`config.mk`:
```
export PLATFORM = sky130hd
export DESIGN_NAME = dhcp_reply_builder
export DESIGN_NICKNAME = d
export VERILOG_FILES = /design/src/design/drb_pkg.sv /design/src/design/drb_parse.sv /design/src/design/drb_emit.sv /design/src/design/dhcp_reply_builder.sv
export VERILOG_INCLUDE_DIRS = /design/src /design/src/design
export SDC_FILE = /design/constraint.sdc
export NUM_CORES = 1
export LEC_CHECK = 0
export BUFFER_PORTS_ARGS = -buffer_cell sky130_fd_sc_hd__buf_2
export CORE_ASPECT_RATIO = 0.6
export CORE_UTILIZATION = 26
export CTS_BUF_LIST = sky130_fd_sc_hd__clkbuf_16
export DETAILED_ROUTE_END_ITERATION = 12
export SLEW_MARGIN = 0
export SYNTH_ARGS = -nofsm -noshare
export SYNTH_HDL_FRONTEND = slang
export SYNTH_SLANG_ARGS = --single-unit
```
`constraint.sdc`:
```
create_clock -name i_clk -period 4 [get_ports i_clk]
set_input_delay 0.8 -clock i_clk [delete_from_list [all_inputs] [get_ports i_clk]]
set_output_delay 0.8 -clock i_clk [all_outputs]
set_load 0.005 [all_outputs]
```
`src/design/dhcp_reply_builder_assert.svh`:
```
// Assertion macros shared by the reply builder modules.
`ifndef DHCP_REPLY_BUILDER_ASSERT_SVH
`define DHCP_REPLY_BUILDER_ASSERT_SVH

`ifndef SYNTHESIS
`define DRB_ASSERT(lbl, clk, rst_n, prop) \
    lbl: assert property (@(posedge clk) disable iff (!rst_n) (prop)) \
        else $error("dhcp_reply_builder: assertion failed");
`define DRB_ASSERT_NEXT(lbl, clk, rst_n, ante, cons) \
    lbl: assert property (@(posedge clk) disable iff (!rst_n) (ante) |=> (cons)) \
        else $error("dhcp_reply_builder: assertion failed");
`else
`define DRB_ASSERT(lbl, clk, rst_n, prop)
`define DRB_ASSERT_NEXT(lbl, clk, rst_n, ante, cons)
`endif

`endif

```
`src/design/drb_pkg.sv`:
```
// Types, constants and option tables shared by the reply builder modules.
`timescale 1ns / 1ps

package drb_pkg;

    localparam int HEADER_BYTES = 240;

    localparam logic [7:0] REPLY_LEN_OFFER = 8'(HEADER_BYTES + 10);
    localparam logic [7:0] REPLY_LEN_ACK   = 8'(HEADER_BYTES + 4);
    localparam logic [7:0] REPLY_LEN_NONE  = 8'd0;

    localparam logic [1:0] KIND_HEADER = 2'd0;
    localparam logic [1:0] KIND_OFFER  = 2'd1;
    localparam logic [1:0] KIND_ACK    = 2'd2;
    localparam logic [1:0] KIND_NORESP = 2'd3;

    typedef enum logic [1:0] {
        PH_HEADER,
        PH_OPTIONS,
        PH_SKIP,
        PH_DONE
    } t_phase;

    typedef enum logic [1:0] {
        DEC_NONE,
        DEC_OFFER,
        DEC_ACK,
        DEC_NORESP
    } t_decision;

    // What one accepted item asks the output side to send.
    typedef struct packed {
        logic      hdr_valid;
        logic [7:0] hdr_byte;
        t_decision decision;
    } t_desc;

    function automatic logic [3:0] f_table_len(t_decision d);
        logic [3:0] len;
        case (d)
            DEC_OFFER:  len = 4'd10;
            DEC_ACK:    len = 4'd4;
            DEC_NORESP: len = 4'd1;
            default:    len = 4'd0;
        endcase
        return len;
    endfunction

    // Option bytes of the reply; a no-response result carries zero.
    function automatic logic [7:0] f_table_byte(t_decision d, logic [3:0] pos);
        logic [7:0] b;
        b = 8'h00;
        case (d)
            DEC_OFFER: begin
                case (pos)
                    4'd0:    b = 8'd53;
                    4'd1:    b = 8'd1;
                    4'd2:    b = 8'd2;
                    4'd3:    b = 8'd1;
                    4'd4:    b = 8'd4;
                    4'd5:    b = 8'hFF;
                    4'd6:    b = 8'hFF;
                    4'd7:    b = 8'hFF;
                    4'd8:    b = 8'h00;
                    4'd9:    b = 8'hFF;
                    default: b = 8'h00;
                endcase
            end
            DEC_ACK: begin
                case (pos)
                    4'd0:    b = 8'd53;
                    4'd1:    b = 8'd1;
                    4'd2:    b = 8'd5;
                    4'd3:    b = 8'hFF;
                    default: b = 8'h00;
                endcase
            end
            default: b = 8'h00;
        endcase
        return b;
    endfunction

    function automatic logic [1:0] f_kind(t_decision d);
        logic [1:0] k;
        case (d)
            DEC_OFFER: k = KIND_OFFER;
            DEC_ACK:   k = KIND_ACK;
            default:   k = KIND_NORESP;
        endcase
        return k;
    endfunction

    function automatic logic [7:0] f_reply_len(t_decision d);
        logic [7:0] len;
        case (d)
            DEC_OFFER: len = REPLY_LEN_OFFER;
            DEC_ACK:   len = REPLY_LEN_ACK;
            default:   len = REPLY_LEN_NONE;
        endcase
        return len;
    endfunction

endpackage

```
`src/design/drb_parse.sv`:
```
// Message parser: header rewrite, option walk and the reply decision per item.
`timescale 1ns / 1ps
`include "dhcp_reply_builder_assert.svh"

module drb_parse (
    input  logic          i_clk,
    input  logic          i_rst_n,
    input  logic          i_cfg_wr_en,
    input  logic [31:0]   i_cfg_wr_data,
    input  logic          i_accept,
    input  logic [7:0]    i_in_byte,
    input  logic          i_in_last,
    output drb_pkg::t_desc o_desc
);

    localparam logic [1:0] OFS_CODE  = 2'd0;
    localparam logic [1:0] OFS_LEN   = 2'd1;

    localparam logic [7:0] OPT_PAD      = 8'd0;
    localparam logic [7:0] OPT_END      = 8'hFF;
    localparam logic [7:0] OPT_MSG_TYPE = 8'd53;
    localparam logic [7:0] MSG_DISCOVER = 8'd1;
    localparam logic [7:0] MSG_REQUEST  = 8'd3;
    localparam logic [7:0] OP_BOOTREPLY = 8'd2;

    localparam logic [7:0] LAST_HDR_POS = 8'(drb_pkg::HEADER_BYTES - 1);

    logic [31:0]      r_client_ip;
    drb_pkg::t_phase  r_phase,    n_phase;
    logic [7:0]       r_byte_pos, n_byte_pos;
    logic [1:0]       r_opt_ofs,  n_opt_ofs;
    logic [7:0]       r_skip,     n_skip;
    logic             r_is_msg,   n_is_msg;

    logic [7:0]          hdr_byte;
    drb_pkg::t_decision  decision;
    logic                hdr_valid;

    always_ff @(posedge i_clk) begin
        if (!i_rst_n) begin
            r_client_ip <= '0;
        end else if (i_cfg_wr_en) begin
            r_client_ip <= i_cfg_wr_data;
        end
    end

    // Reply header byte for the current header position.
    always_comb begin
        case (r_byte_pos)
            8'd0:    hdr_byte = OP_BOOTREPLY;
            8'd1, 8'd2, 8'd4, 8'd5, 8'd6, 8'd7, 8'd10, 8'd11,
            8'd28, 8'd29, 8'd30, 8'd31, 8'd32, 8'd33:
                     hdr_byte = i_in_byte;
            8'd16:   hdr_byte = r_client_ip[31:24];
            8'd17:   hdr_byte = r_client_ip[23:16];
            8'd18:   hdr_byte = r_client_ip[15:8];
            8'd19:   hdr_byte = r_client_ip[7:0];
            8'd236:  hdr_byte = 8'd99;
            8'd237:  hdr_byte = 8'd130;
            8'd238:  hdr_byte = 8'd83;
            8'd239:  hdr_byte = 8'd99;
            default: hdr_byte = 8'h00;
        endcase
    end

    always_comb begin
        n_phase    = r_phase;
        n_byte_pos = r_byte_pos;
        n_opt_ofs  = r_opt_ofs;
        n_skip     = r_skip;
        n_is_msg   = r_is_msg;
        hdr_valid  = 1'b0;
        decision   = drb_pkg::DEC_NONE;

        case (r_phase)
            drb_pkg::PH_HEADER: begin
                hdr_valid = 1'b1;
                if (r_byte_pos == LAST_HDR_POS) begin
                    n_phase    = drb_pkg::PH_OPTIONS;
                    n_opt_ofs  = OFS_CODE;
                    n_byte_pos = '0;
                end else begin
                    n_byte_pos = r_byte_pos + 8'd1;
                end
            end
            drb_pkg::PH_OPTIONS: begin
                case (r_opt_ofs)
                    OFS_CODE: begin
                        if (i_in_byte == OPT_END) begin
                            decision = drb_pkg::DEC_NORESP;
                        end else if (i_in_byte != OPT_PAD) begin
                            n_is_msg  = (i_in_byte == OPT_MSG_TYPE);
                            n_opt_ofs = OFS_LEN;
                        end
                    end
                    OFS_LEN: begin
                        if (i_in_byte == 8'd0) begin
                            n_opt_ofs = OFS_CODE;
                        end else if (r_is_msg) begin
                            // The first value byte is examined; the rest are skipped.
                            n_skip    = i_in_byte - 8'd1;
                            n_opt_ofs = 2'd2;
                        end else begin
                            n_skip    = i_in_byte;
                            n_opt_ofs = OFS_CODE;
                            n_phase   = drb_pkg::PH_SKIP;
                        end
                    end
                    default: begin
                        if (i_in_byte == MSG_DISCOVER) begin
                            decision = drb_pkg::DEC_OFFER;
                        end else if (i_in_byte == MSG_REQUEST) begin
                            decision = drb_pkg::DEC_ACK;
                        end else begin
                            n_opt_ofs = OFS_CODE;
                            if (r_skip != 8'd0) begin
                                n_phase = drb_pkg::PH_SKIP;
                            end
                        end
                    end
                endcase
            end
            drb_pkg::PH_SKIP: begin
                n_skip = r_skip - 8'd1;
                if (r_skip == 8'd1) begin
                    n_phase   = drb_pkg::PH_OPTIONS;
                    n_opt_ofs = OFS_CODE;
                end
            end
            default: begin
            end
        endcase

        // A message that ends before a decision gets one no-response result.
        if (decision == drb_pkg::DEC_NONE && i_in_last && r_phase != drb_pkg::PH_DONE) begin
            decision = drb_pkg::DEC_NORESP;
        end

        if (decision != drb_pkg::DEC_NONE) begin
            n_phase = drb_pkg::PH_DONE;
        end

        if (i_in_last) begin
            n_phase    = drb_pkg::PH_HEADER;
            n_byte_pos = '0;
            n_opt_ofs  = OFS_CODE;
            n_skip     = '0;
            n_is_msg   = 1'b0;
        end
    end

    always_ff @(posedge i_clk) begin
        if (!i_rst_n) begin
            r_phase    <= drb_pkg::PH_HEADER;
            r_byte_pos <= '0;
            r_opt_ofs  <= OFS_CODE;
            r_skip     <= '0;
            r_is_msg   <= 1'b0;
        end else if (i_accept) begin
            r_phase    <= n_phase;
            r_byte_pos <= n_byte_pos;
            r_opt_ofs  <= n_opt_ofs;
            r_skip     <= n_skip;
            r_is_msg   <= n_is_msg;
        end
    end

    assign o_desc.hdr_valid = hdr_valid;
    assign o_desc.hdr_byte  = hdr_byte;
    assign o_desc.decision  = decision;

    `DRB_ASSERT(a_pos_in_header, i_clk, i_rst_n, r_byte_pos <= LAST_HDR_POS)
    `DRB_ASSERT(a_pos_only_in_header, i_clk, i_rst_n,
        (r_phase != drb_pkg::PH_HEADER) |-> (r_byte_pos == 8'd0))
    `DRB_ASSERT(a_skip_nonzero, i_clk, i_rst_n,
        (r_phase == drb_pkg::PH_SKIP) |-> (r_skip != 8'd0))

endmodule

```
`src/design/drb_emit.sv`:
```
// Result sequencer: holds one item's results and sends them through the output register.
`timescale 1ns / 1ps
`include "dhcp_reply_builder_assert.svh"

module drb_emit (
    input  logic           i_clk,
    input  logic           i_rst_n,
    input  logic           i_accept,
    input  drb_pkg::t_desc i_desc,
    output logic           o_in_stall,
    output logic           o_out_valid,
    input  logic           i_out_stall,
    output logic [7:0]     o_out_byte,
    output logic           o_out_last,
    output logic [1:0]     o_reply_kind,
    output logic [7:0]     o_reply_length
);

    drb_pkg::t_desc r_desc;
    logic           r_desc_valid;
    logic [3:0]     r_idx;

    logic           r_out_valid;
    logic [7:0]     r_out_byte;
    logic           r_out_last;
    logic [1:0]     r_out_kind;
    logic [7:0]     r_out_len;

    logic       has_result;
    logic [3:0] desc_count;
    logic [3:0] tab_pos;
    logic       is_final;
    logic       out_load;
    logic       pop;
    logic [7:0] n_byte;
    logic       n_last;
    logic [1:0] n_kind;
    logic [7:0] n_len;

    assign has_result = i_desc.hdr_valid || (i_desc.decision != drb_pkg::DEC_NONE);

    assign desc_count = {3'b000, r_desc.hdr_valid} + drb_pkg::f_table_len(r_desc.decision);
    assign tab_pos    = r_idx - {3'b000, r_desc.hdr_valid};
    assign is_final   = (r_idx == desc_count - 4'd1);

    assign out_load   = !r_out_valid || !i_out_stall;
    assign pop        = r_desc_valid && out_load && is_final;
    assign o_in_stall = r_desc_valid && !pop;

    always_comb begin
        if (r_desc.hdr_valid && r_idx == 4'd0) begin
            // A header byte is never the final result of a reply.
            n_byte = r_desc.hdr_byte;
            n_last = 1'b0;
            n_kind = drb_pkg::KIND_HEADER;
            n_len  = 8'd0;
        end else begin
            n_byte = drb_pkg::f_table_byte(r_desc.decision, tab_pos);
            n_last = is_final;
            n_kind = drb_pkg::f_kind(r_desc.decision);
            n_len  = is_final ? drb_pkg::f_reply_len(r_desc.decision) : 8'd0;
        end
    end

    always_ff @(posedge i_clk) begin
        if (!i_rst_n) begin
            r_desc_valid <= 1'b0;
            r_idx        <= '0;
        end else begin
            if (i_accept && has_result) begin
                r_desc_valid <= 1'b1;
                r_idx        <= '0;
            end else if (pop) begin
                r_desc_valid <= 1'b0;
                r_idx        <= '0;
            end else if (r_desc_valid && out_load) begin
                r_idx <= r_idx + 4'd1;
            end
        end
    end

    always_ff @(posedge i_clk) begin
        if (i_accept) begin
            r_desc <= i_desc;
        end
    end

    always_ff @(posedge i_clk) begin
        if (!i_rst_n) begin
            r_out_valid <= 1'b0;
        end else if (out_load) begin
            r_out_valid <= r_desc_valid;
        end
    end

    always_ff @(posedge i_clk) begin
        if (out_load && r_desc_valid) begin
            r_out_byte <= n_byte;
            r_out_last <= n_last;
            r_out_kind <= n_kind;
            r_out_len  <= n_len;
        end
    end

    assign o_out_valid    = r_out_valid;
    assign o_out_byte     = r_out_byte;
    assign o_out_last     = r_out_last;
    assign o_reply_kind   = r_out_kind;
    assign o_reply_length = r_out_len;

    `DRB_ASSERT(a_idx_in_range, i_clk, i_rst_n, r_desc_valid |-> (r_idx < desc_count))
    `DRB_ASSERT(a_len_only_on_last, i_clk, i_rst_n,
        (r_out_valid && !r_out_last) |-> (r_out_len == 8'd0))
    `DRB_ASSERT_NEXT(a_item_held, i_clk, i_rst_n, i_accept && has_result,
        r_desc_valid && r_idx == 4'd0)

endmodule

```
`src/design/dhcp_reply_builder.sv`:
```
// Path: an accepted item is held in the result sequencer, and its first result then goes
// through the output register to the outputs.
// Throughput: one item per cycle while each item gives at most one result and the output
// does not stall; an item with several results (up to 10 option bytes) stalls the input
// as the sequencer walks its table, one result per cycle unless the output stalls.
// Reset: synchronous active-low; clears parser state, client IP and both valid flags.
`timescale 1ns / 1ps

module dhcp_reply_builder (
    input  logic        i_clk,
    input  logic        i_rst_n,
    input  logic        i_cfg_wr_en,
    input  logic [31:0] i_cfg_wr_data,
    input  logic        i_in_valid,
    output logic        o_in_stall,
    input  logic [7:0]  i_in_byte,
    input  logic        i_in_last,
    output logic        o_out_valid,
    input  logic        i_out_stall,
    output logic [7:0]  o_out_byte,
    output logic        o_out_last,
    output logic [1:0]  o_reply_kind,
    output logic [7:0]  o_reply_length
);

    logic           accept;
    drb_pkg::t_desc desc;

    assign accept = i_in_valid && !o_in_stall;

    drb_parse u_parse (
        .i_clk         (i_clk),
        .i_rst_n       (i_rst_n),
        .i_cfg_wr_en   (i_cfg_wr_en),
        .i_cfg_wr_data (i_cfg_wr_data),
        .i_accept      (accept),
        .i_in_byte     (i_in_byte),
        .i_in_last     (i_in_last),
        .o_desc        (desc)
    );

    drb_emit u_emit (
        .i_clk          (i_clk),
        .i_rst_n        (i_rst_n),
        .i_accept       (accept),
        .i_desc         (desc),
        .o_in_stall     (o_in_stall),
        .o_out_valid    (o_out_valid),
        .i_out_stall    (i_out_stall),
        .o_out_byte     (o_out_byte),
        .o_out_last     (o_out_last),
        .o_reply_kind   (o_reply_kind),
        .o_reply_length (o_reply_length)
    );

endmodule
```
# Yosys cells after proc, flatten, opt, wreduce, memory -nomap -nowiden
# Memory sizes are Yosys's and may differ from the RTL's.
# Cells that the tools add are included.
# classes
addsub,7
n_eq_ne,55
n_mux,51
bitwise,2
n_reduce_logical,41
# op_table
op,n
8-bit one-hot mux with 9 select lines,1
"8-bit by 5-bit equality test with 1-bit output, second input constant",8
8-bit 2-to-1 mux,8
8-bit one-hot mux with 2 select lines,3
2-bit 2-to-1 mux,23
"8-bit equality test, second input constant",5
"8-bit by 3-bit equality test with 1-bit output, second input constant",4
8-bit one-hot mux with 4 select lines,1
"8-bit by 1-bit equality test with 1-bit output, second input constant",3
"8-bit by 6-bit equality test with 1-bit output, second input constant",3
"5-bit by 4-bit inequality test with 1-bit output, second input constant",4
"8-bit by 2-bit equality test with 1-bit output, second input constant",2
"8-bit by 4-bit equality test with 1-bit output, second input constant",2
8-bit zero test,2
2-bit one-hot mux with 2 select lines,4
8-bit nonzero test,2
"8-bit by 1-bit subtractor with 8-bit output, second input constant",2
14-bit OR reduction,1
2-bit one-hot mux with 3 select lines,2
4-bit one-hot mux with 3 select lines,1
2-bit nonzero test,6
"5-bit inequality test, second input constant",2
10-bit AND reduction,1
"3-bit by 2-bit inequality test with 1-bit output, second input constant",3
other kinds (32),63
# word_totals
regBits,89
mem_bits_ro,128
in_bits,46
out_inout_bits,21
elab_cells,173
n_memories,1
# memory_table
name,depth,width,rd,rd_ports_with_merged_regs,write_ports,line,rtl
(name not given),16,8,1,0,0,drb_pkg.sv:55,case (pos)

# Logic depth before layout (Yosys ltp)
# Gate-level depths: netlist of run 1.
# depth
depth_word,13
depth_mapped,12
depth_no_buf,11

# Cells and area by module
# From an unflattened synthesis of run 1, not the netlist that was laid out.
# hier_totals
hier_cells,561
hier_area_um2,5051.1
# modules_own_cells
module,n_inst,cells_per_inst,area_per_inst_um2,seq_area_each_um2
drb_parse,1,401,3280.6,1061.0
drb_emit,1,159,1756.7,870.8
dhcp_reply_builder,1,1,13.8,0.0

# Worst setup path before layout of run 1
# OpenSTA, ideal clock, no wires.
# synth_path
path_kind,input-to-reg
from,input i_out_stall
to,register u_parse.r_skip[0]
setup_time_ns,0.076
t_arrival_ns,2.859
required_time_ns,3.924
setup_slack_ns,1.066
cell_stages,10
n_path_buf,1
cell_sequence,nand2_1 -> nand2_1 -> inv_1 -> nor4bb_1 -> a31oi_1 -> inv_1 -> nand2b_1 -> clkbuf_1 -> a2111o_1 -> a21boi_0
# synth_between
elab_chain_len,9
# synth_rtl
item,line,rtl
"start, declared",dhcp_reply_builder.sv:19,"input logic i_out_stall,"
1-bit zero test,drb_emit.sv:46,assign out_load = !r_out_valid || !i_out_stall;
1-bit logical OR,drb_emit.sv:46,
1-bit logical AND (2 in a row),drb_emit.sv:47,assign pop = r_desc_valid && out_load && is_final;
1-bit zero test,drb_emit.sv:48,assign o_in_stall = r_desc_valid && !pop;
1-bit logical AND,drb_emit.sv:48,
1-bit zero test,dhcp_reply_builder.sv:29,assign accept = i_in_valid && !o_in_stall;
1-bit logical AND,dhcp_reply_builder.sv:29,
named net accept,dhcp_reply_builder.sv:26,logic accept;
4-bit AND reduction (no line),-,
"end signal, assigned",drb_parse.sv:163,r_skip <= n_skip;
"end, declared",drb_parse.sv:32,"logic [7:0] r_skip, n_skip;"
# The timed path passes the listed nets, and every way through them passes these cells.
# A chain may end at the register's enable or synchronous reset.

# Worst setup path in the final report of run 1
# layout_path
from,register u_emit.r_desc[0] (netlist name)
to,register u_parse.r_skip[0]
# layout_between
elab_chain_len,11
elab_cells_between_ends,13
classes_between,2 x add/sub; 4 x eq/ne; 1 x mux; 6 x reduce/logical
# layout_rtl
item,line,rtl
"start, declared",drb_emit.sv:19,drb_pkg::t_desc r_desc;
"start signal, assigned",drb_emit.sv:84,r_desc <= i_desc;
2-bit equality test / 2-bit by 1-bit equality test with 1-bit output (equally long branches),drb_pkg.sv:40,case (d)
4-bit one-hot mux with 3 select lines *,drb_pkg.sv:40,
1-bit by 4-bit adder with 4-bit output *,drb_emit.sv:42,"assign desc_count = {3'b000, r_desc.hdr_valid} + drb_pkg::f_table_len(r_desc.decision);"
4-bit by 1-bit subtractor with 4-bit output *,drb_emit.sv:44,assign is_final = (r_idx == desc_count - 4'd1);
4-bit equality test *,drb_emit.sv:44,
1-bit logical AND *,drb_emit.sv:47,
1-bit zero test *,drb_emit.sv:48,
1-bit logical AND *,drb_emit.sv:48,
1-bit zero test *,dhcp_reply_builder.sv:29,
1-bit logical AND *,dhcp_reply_builder.sv:29,
named net accept,dhcp_reply_builder.sv:26,
4-bit AND reduction (no line) *,-,
# The timed path passes the listed nets; every way through them passes the cells marked *.

==> summary.txt, run 1 <==
Finish
  – Non-filler instance count after layout: 814
  – Layout Nets: between 600 and 700
  – N_diodes: 0
  – Filler cells: 1928
  – Final Cell Area: ~0.0056 mm^2
  – Layout cells sized above 1: 16.6%
  – Area grow syn2layout: 16.3%

Synth
  – Sequential-to-total area share from yosys stat: 40.3%
  – Async SR Flop Fraction: 0%
  – Mapped Nets: 590
  – Number of synthesized flops with an enable pin: 25
  – Ys flop type: dfxtp_1
  – Yosys top cell by area: dfxtp_1
  – #FFs+latches synth: 84
  – Cell area after synthesis: around 0.0048 mm^2
  – Top cells by area, synth: dfxtp_1, edfxtp_1, mux2i_1
  – Avg Synthesized Cell Area: ~9.2 um^2
  – Count leader, synth: dfxtp_1
  – Post-synth top cells: dfxtp_1, nand2_1, nor2b_1
  – Synth cell types: between 60 and 70
  – Synth warn: 0
  – Top cell type's share of synthesized area: 24.6%
  – Synth Instances: 521

Setup path
  – Largest delay share family, worst path: compound AO/OA/AOI/OAI gates
  – WS Path Type: flip-flop to flip-flop
  – Crit path cell chain: ha_1 -> inv_1 -> ha_1 -> ha_1 -> xnor2_1 -> nor4bb_1 -> a31oi_1 -> inv_1 -> nand2b_1 -> a2111o_1 -> a21boi_0
  – Worst path depth: 11
  – CP max FO: 15
  – Slowest stage cell, crit path: a2111o_1
  – WP data required: 4.28 ns
  – Worst Path Buf+Inv: 2
  – CP Capture Type: flip-flop
  – Crit path top cell by count: ha_1
  – Crit-path max cell delay: 0.46 ns
  – Critical Path AT: 3.45 ns
  – Worst Setup Start Kind: flip-flop
  – FF-to-FF path depth: 11

Die
  – Die area: 0.0190 mm^2
  – Initial core utilization: 26.6%
  – IO Pins: 67
  – Die Ht: 107 um
  – Die X: 177 um
  – Core area: around 0.018 mm^2
  – Site row count: 38

Status
  – Status: finished, final reports clean

Place
  – DP Cell Count: 798
  – Place WS: 0.682 ns
  – GPL Wtd Cong: 0.896
  – Placed cell areas: 0.00530 mm^2
  – Dpl hpwl: 9000 um
  – PortBufs: 65

Clock tree
  – Skew-Pair Late Insertion Delay: approximately 0.35 ns
  – # resized after CTS: 0
  – Cts hold-fix bufs: 0
  – TritonCTS clock tree: yes
  – H-tree levels: 3
  – Clock transition at path regs: roughly 0.070 ns
  – Root Driver: clkbuf_16
  – TritonCTS sink count: 84
  – CTS Buf Count: 9
  – Post-CTS setup buffers: 0
  – Deepest clock path buffer count: 2

Drt
  – Iter 0 DRT Violations: 315
  – Pre-antenna DRT Iters: 5
  – Via density: between 4 and 5
  – Antenna Nets Post-Route: 0
  – DRC errors left: 0
  – WL per Instance: between 10 and 15 um
  – Via count: between 3000 and 4000
  – WL final: ~12000 um

STA
  – Worst-Margin Slew: 0.945 ns
  – RSZ-0062 raised after global routing: false
  – Pins over their slew limit: 0
  – Final WS setup: 0.831 ns
  – Fmax: 316 MHz
  – Final worst-path cycle share: 79.2%
  – Slew headroom: 37.0%
  – Hold Vio Cnt, Final: 0
  – Fin Setup TNS: 0 ns
  – Min cycle time layout: 3.17 ns
  – Clk_skew: between 0.01 and 0.015 ns
  – Endpoints failing setup: 0

Global routing
  – GRT Residual Overflow: 0
  – First-pass GRT wire length: around 20000 um
  – Initial antenna violation count: 0
  – Total GRT Usage: between 10% and 20%
  – Largest net degree at the start of global routing: 54
  – Vias in the first global route: ~3500

Run
  – Max-Cap Viols: 0

Hold path
  – HP Class: flip-flop to flip-flop
  – Worst Hold Depth: 2

Pwr
  – VDD IR max: just over 0.2 mV
  – Tot Pwr: 2.13 mW
  – Pwr per Cell Area: about 380 mW/mm^2
  – Pleak: 2.28 nW
[worst reg2reg max path: cells and delay by family (launching register included)]
family	cells	cell delay [ns]
xor gates and xnor gates	1	0.14
adders and majority gates	3	0.62
and+or+nand+nor	2	0.64
buffers and inverters	2	0.50
DFF	1	0.44
AOI/OAI and AO/OA	3	0.75
[final cells by class]
cell class / instances / area (um^2) / area share [%]
multi-input cells: 383 / 2630 / 47.2
flip-flops and latches: 84 / 1930 / 34.6
repair buffers: 69 / 355 / 6.37
well taps: 240 / 300 / 5.38
clock buffers: 10 / 250 / 4.48
inverters: 22 / 82.6 / 1.48
clock inverters: 6 / 28.8 / 0.516
[per-stage QoR]
| stage | hold WS (ns) | utilization (%) |
|---|---|---|
| 5_1_grt | 0.535 | 30.9 |
| 4_1_cts | 0.508 | 30.9 |
| 3_3_place_gp | 0.493 | 29.3 |
| 2_1_floorplan | 0.464 | - |
| 3_5_place_dp | 0.499 | 29.3 |
| 6_report | 0.511 | 30.9 |
[placed cells by master, fill, tap and decap left out, types with 3 or more instances in the layout]
cell type	count
a21boi_0	11
and4_1	3
a21oi_1	13
xnor2_1	16
and2_1	5
buf_2	65
buf_4	4
nand3_1	15
o21a_1	4
nor3_1	12
clkbuf_16	10
inv_1	23
or4_1	4
a222oi_1	3
o211ai_1	4
nor4_1	4
a22oi_1	10
and3_1	3
a31oi_1	4
ha_1	23
a21o_1	6
a22o_1	3
nand2_1	50
xor2_1	11
edfxtp_1	25
o2111ai_1	6
o21ai_0	14
dfxtp_1	59
mux2i_1	37
nor4b_1	3
nand4_1	5
nor2_1	37
a221oi_1	4
nor2b_1	39
[final timing paths]
path,slack (ns),startpoint,to
max,0.83,u_emit.r_desc[0]$_DFFE_PP_,u_parse.r_skip[0]$_SDFFE_PN0P_
min reg2reg,0.51,u_parse.r_skip[7]$_SDFFE_PN0P_,u_parse.r_skip[7]$_SDFFE_PN0P_
min,0.51,u_parse.r_skip[7]$_SDFFE_PN0P_,u_parse.r_skip[7]$_SDFFE_PN0P_
max reg2reg,0.83,u_emit.r_desc[0]$_DFFE_PP_,u_parse.r_skip[0]$_SDFFE_PN0P_
[cell families (layout without fill, tap and decap cells)]
family / after synthesis / in the layout / share of synthesized area [%]
AOI/OAI and AO/OA: 97 / 97 / 14.4
xor gates and xnor gates: 27 / 27 / 4.93
adders and majority gates: 23 / 23 / 6.00
buffers and inverters: 54 / 107 / 4.90
DFF: 84 / 84 / 40.3
muxes: 39 / 39 / 8.19
other: 1 / 1 / 0.0782
and+or+nand+nor: 196 / 196 / 21.2
[report_power, final]
| part | internal (mW) | leakage, nW | total (mW) | switching [mW] |
|---|---|---|---|---|
| Clock | 0.452 | 0.148 | 0.801 | 0.349 |
| Combinational | 0.148 | 1.41 | 0.353 | 0.206 |
| Sequential | 0.942 | 0.724 | 0.978 | 0.0355 |
| Total | 1.54 | 2.28 | 2.13 | 0.590 |
[layer usage]
layer	up-vias	global-route usage [%]	wire, um
met2	137	15.9	4140
met3	9	3.48	807
met1	1816	21.9	6980
li1	1938	-	-
met4	0	2.87	90
met5	-	0	0
[sequential cells by signal (all words and copies together), names as in the netlist, 2 cells and up]
name                   count
u_emit.o_out_byte          8
u_parse.r_client_ip       32
u_parse.r_opt_ofs          2
u_emit.r_desc             11
u_emit.o_reply_kind        2
u_parse.r_skip             8
u_parse.r_phase            2
u_parse.r_byte_pos         8
u_emit.o_reply_length      3
u_emit.r_idx               4
Power figures use the tool's default switching activity.
==> run 2, diff against run 1 <==
==> constraint.sdc (replaced) <==
create_clock -name i_clk -period 2.8 [get_ports i_clk]
set_input_delay 0.56 -clock i_clk [delete_from_list [all_inputs] [get_ports i_clk]]
set_output_delay 0.56 -clock i_clk [all_outputs]
set_load 0.005 [all_outputs]
==> run 2 against run 1 <==
Combinational power increased by 59%. Register-to-register slack lost 0.71 ns. Critical endpoint is now o_in_stall. Flip-flop and latch count unchanged. Wire length up 2.6%. Clock-buffer cell count fell by 1. Highest routed layer is now met3. Largest cell class unchanged. Cell count is 2.3% higher.
==> summary.txt, run 2 (synthesis results as in run 1) <==
Die
  – Site row count: 38
  – IO Pins: 67
  – Core area: 0.0181 mm^2
  – Die Ht: 107 um
  – Initial core utilization: a little over a quarter
  – Die area: 0.0190 mm^2
  – Die X: 177 um

Place
  – PortBufs: 65
  – DP Cell Count: 810
  – GPL Wtd Cong: between 0.8 and 0.9
  – Place WS: between 0.1 and 0.15 ns
  – Dpl hpwl: 9240 um

Setup path
  – Slowest stage cell, crit path: edfxtp_1
  – CP Capture Type: primary output
  – WP data required: about 2.2 ns
  – Crit path cell chain: ha_2 -> inv_1 -> ha_2 -> ha_4 -> xor2_2 -> xnor2_2 -> nand3_1 -> o21a_1 -> buf_2
  – Critical Path AT: around 2.2 ns
  – Worst Setup Start Kind: flip-flop
  – WS Path Type: flip-flop to primary output
  – Largest delay share family, worst path: adder cells
  – Crit path top cell by count: ha_2
  – Crit-path max cell delay: about 0.40 ns
  – CP max FO: 3
  – Worst Path Buf+Inv: 2

STA
  – Fmax: 363 MHz
  – Final worst-path cycle share: a little over nine tenths
  – Hold Vio Cnt, Final: 0
  – Final WS setup: 0.0465 ns
  – Worst-Margin Slew: approximately 0.66 ns
  – Pins over their slew limit: 0
  – Slew headroom: a little under three fifths
  – RSZ-0062 raised after global routing: true
  – Min cycle time layout: 2.75 ns
  – Clk_skew: between 0.005 and 0.006 ns
  – Endpoints failing setup: 0
  – Fin Setup TNS: 0 ns

Global routing
  – Total GRT Usage: 13.3%
  – GRT Residual Overflow: 0
  – Initial antenna violation count: 0
  – Vias in the first global route: 3668
  – Largest net degree at the start of global routing: 33
  – First-pass GRT wire length: 19700 um

Clock tree
  – TritonCTS sink count: 84
  – Deepest clock path buffer count: 2
  – TritonCTS clock tree: yes
  – CTS Buf Count: 9
  – Root Driver: clkbuf_16
  – H-tree levels: 3
  – Skew-Pair Late Insertion Delay: 0.34 ns
  – Clock transition at path regs: 0.07 ns

Finish
  – Most frequent cells in the layout: buf_2, dfxtp_1, nand2_1
  – N_diodes: 0
  – Number of flip-flops in the largest register: 32
  – Largest reg by FF count: u_parse.r_client_ip
  – Area grow syn2layout: 20.9%
  – Non-filler instance count after layout: 833
  – Most common cell after layout, fill and taps aside: buf_2
  – Filler cells: 1897
  – Biggest regs: u_parse.r_client_ip: 32 flops, u_emit.r_desc: 11 flops
  – Reg area: 0.00193 mm^2
  – Multi-input gate area: about 0.0027 mm^2
  – Layout Nets: ~660
  – Fin util: 32.1%
  – Layout cells sized above 1: ~22%

Drt
  – Via density: around 4.8
  – Iter 0 DRT Violations: 358
  – WL per Instance: 14.8 um
  – Pre-antenna DRT Iters: 5
  – DRC errors left: 0
  – WL final: 12300 um
  – Via count: 3980
  – Antenna Nets Post-Route: 0

Hold path
  – HP Class: input pin to flip-flop

Status
  – Status: finished, final reports clean

Pwr
  – VDD IR max: between 0.2 and 0.3 mV
  – Pwr per Cell Area: 544 mW/mm^2
  – Pleak: 2.38 nW

Run
  – Max-Cap Viols: 0
[run 2: cell count changes in the layout (fill, tap and decap cells not counted), sizes merged]
cell / change
clkbuf: -1
buf: +19
clkinv: +2
inv: -2
bufinv: +1
[run 2: area by class of cell]
type | instances | share of cell area (%)
flip-flops and latches | 84 | 33.3
clock inverters | 7 | 1.29
inverters | 22 | 1.42
well taps | 240 | 5.17
repair buffers | 88 | 8.65
multi-input cells | 383 | 46.3
clock buffers | 9 | 3.88
[run 2: final timing paths]
kind,startpoint,end,slack [ns],depth (start not counted)
worst max-delay path,u_emit.r_desc[1]$_DFFE_PP_,o_in_stall,0.05,9
worst min register to register,u_parse.r_skip[7]$_SDFFE_PN0P_,u_parse.r_skip[7]$_SDFFE_PN0P_,0.49,2
worst min-delay path,i_cfg_wr_data[8],u_parse.r_client_ip[8]$_SDFFE_PN0P_,0.49,3
worst max register to register,u_emit.r_desc[1]$_DFFE_PP_,u_parse.r_opt_ofs[0]$_SDFFE_PN0P_,0.12,13
[run 2: repair_timing]
action / in CTS / in global routing
hold buffers: 0 / 0
gates cloned: 0 / 0
endpoints found under the setup margin: 1 / 19
buffers inserted: 4 / 3
gates resized for setup: 0 / 13
pin swaps: 1 / 6
[run 2: per-stage QoR]
step	instance area [um^2]	hold slack (ns)	total power [mW]
3_5_place_dp	5390	0.487	1.94
4_1_cts	5720	0.471	3.17
5_1_grt	5800	0.481	3.32
6_report	5800	0.486	3.16
2_1_floorplan	4800	0.464	1.75
3_3_place_gp	5390	0.486	1.94
[run 2: worst register-to-register path, delay by kind of cell, from the launching register on]
family	cells	cell delay, ns
buffers and inverters	4	0.42
muxes	1	0.38
and+or+nand+nor	1	0.09
xor gates and xnor gates	2	0.34
AOI/OAI and AO/OA	2	0.44
adders and majority gates	3	0.54
DFF	1	0.40
[run 2: routing by layer]
metal  GRT usage, %  up-vias  part of all wire (%)
met4           1.65        0                     0
met3           3.72        0                   7.0
met1           22.1     1856                    57
met5              0        -                     0
li1               -     1988                     -
met2           16.2      136                    36
[run 2: power by group]
| part | switching, mW | internal (mW) |
|---|---|---|
| Sequential | 0.0478 | 1.35 |
| Clock | 0.507 | 0.698 |
| Combinational | 0.314 | 0.246 |
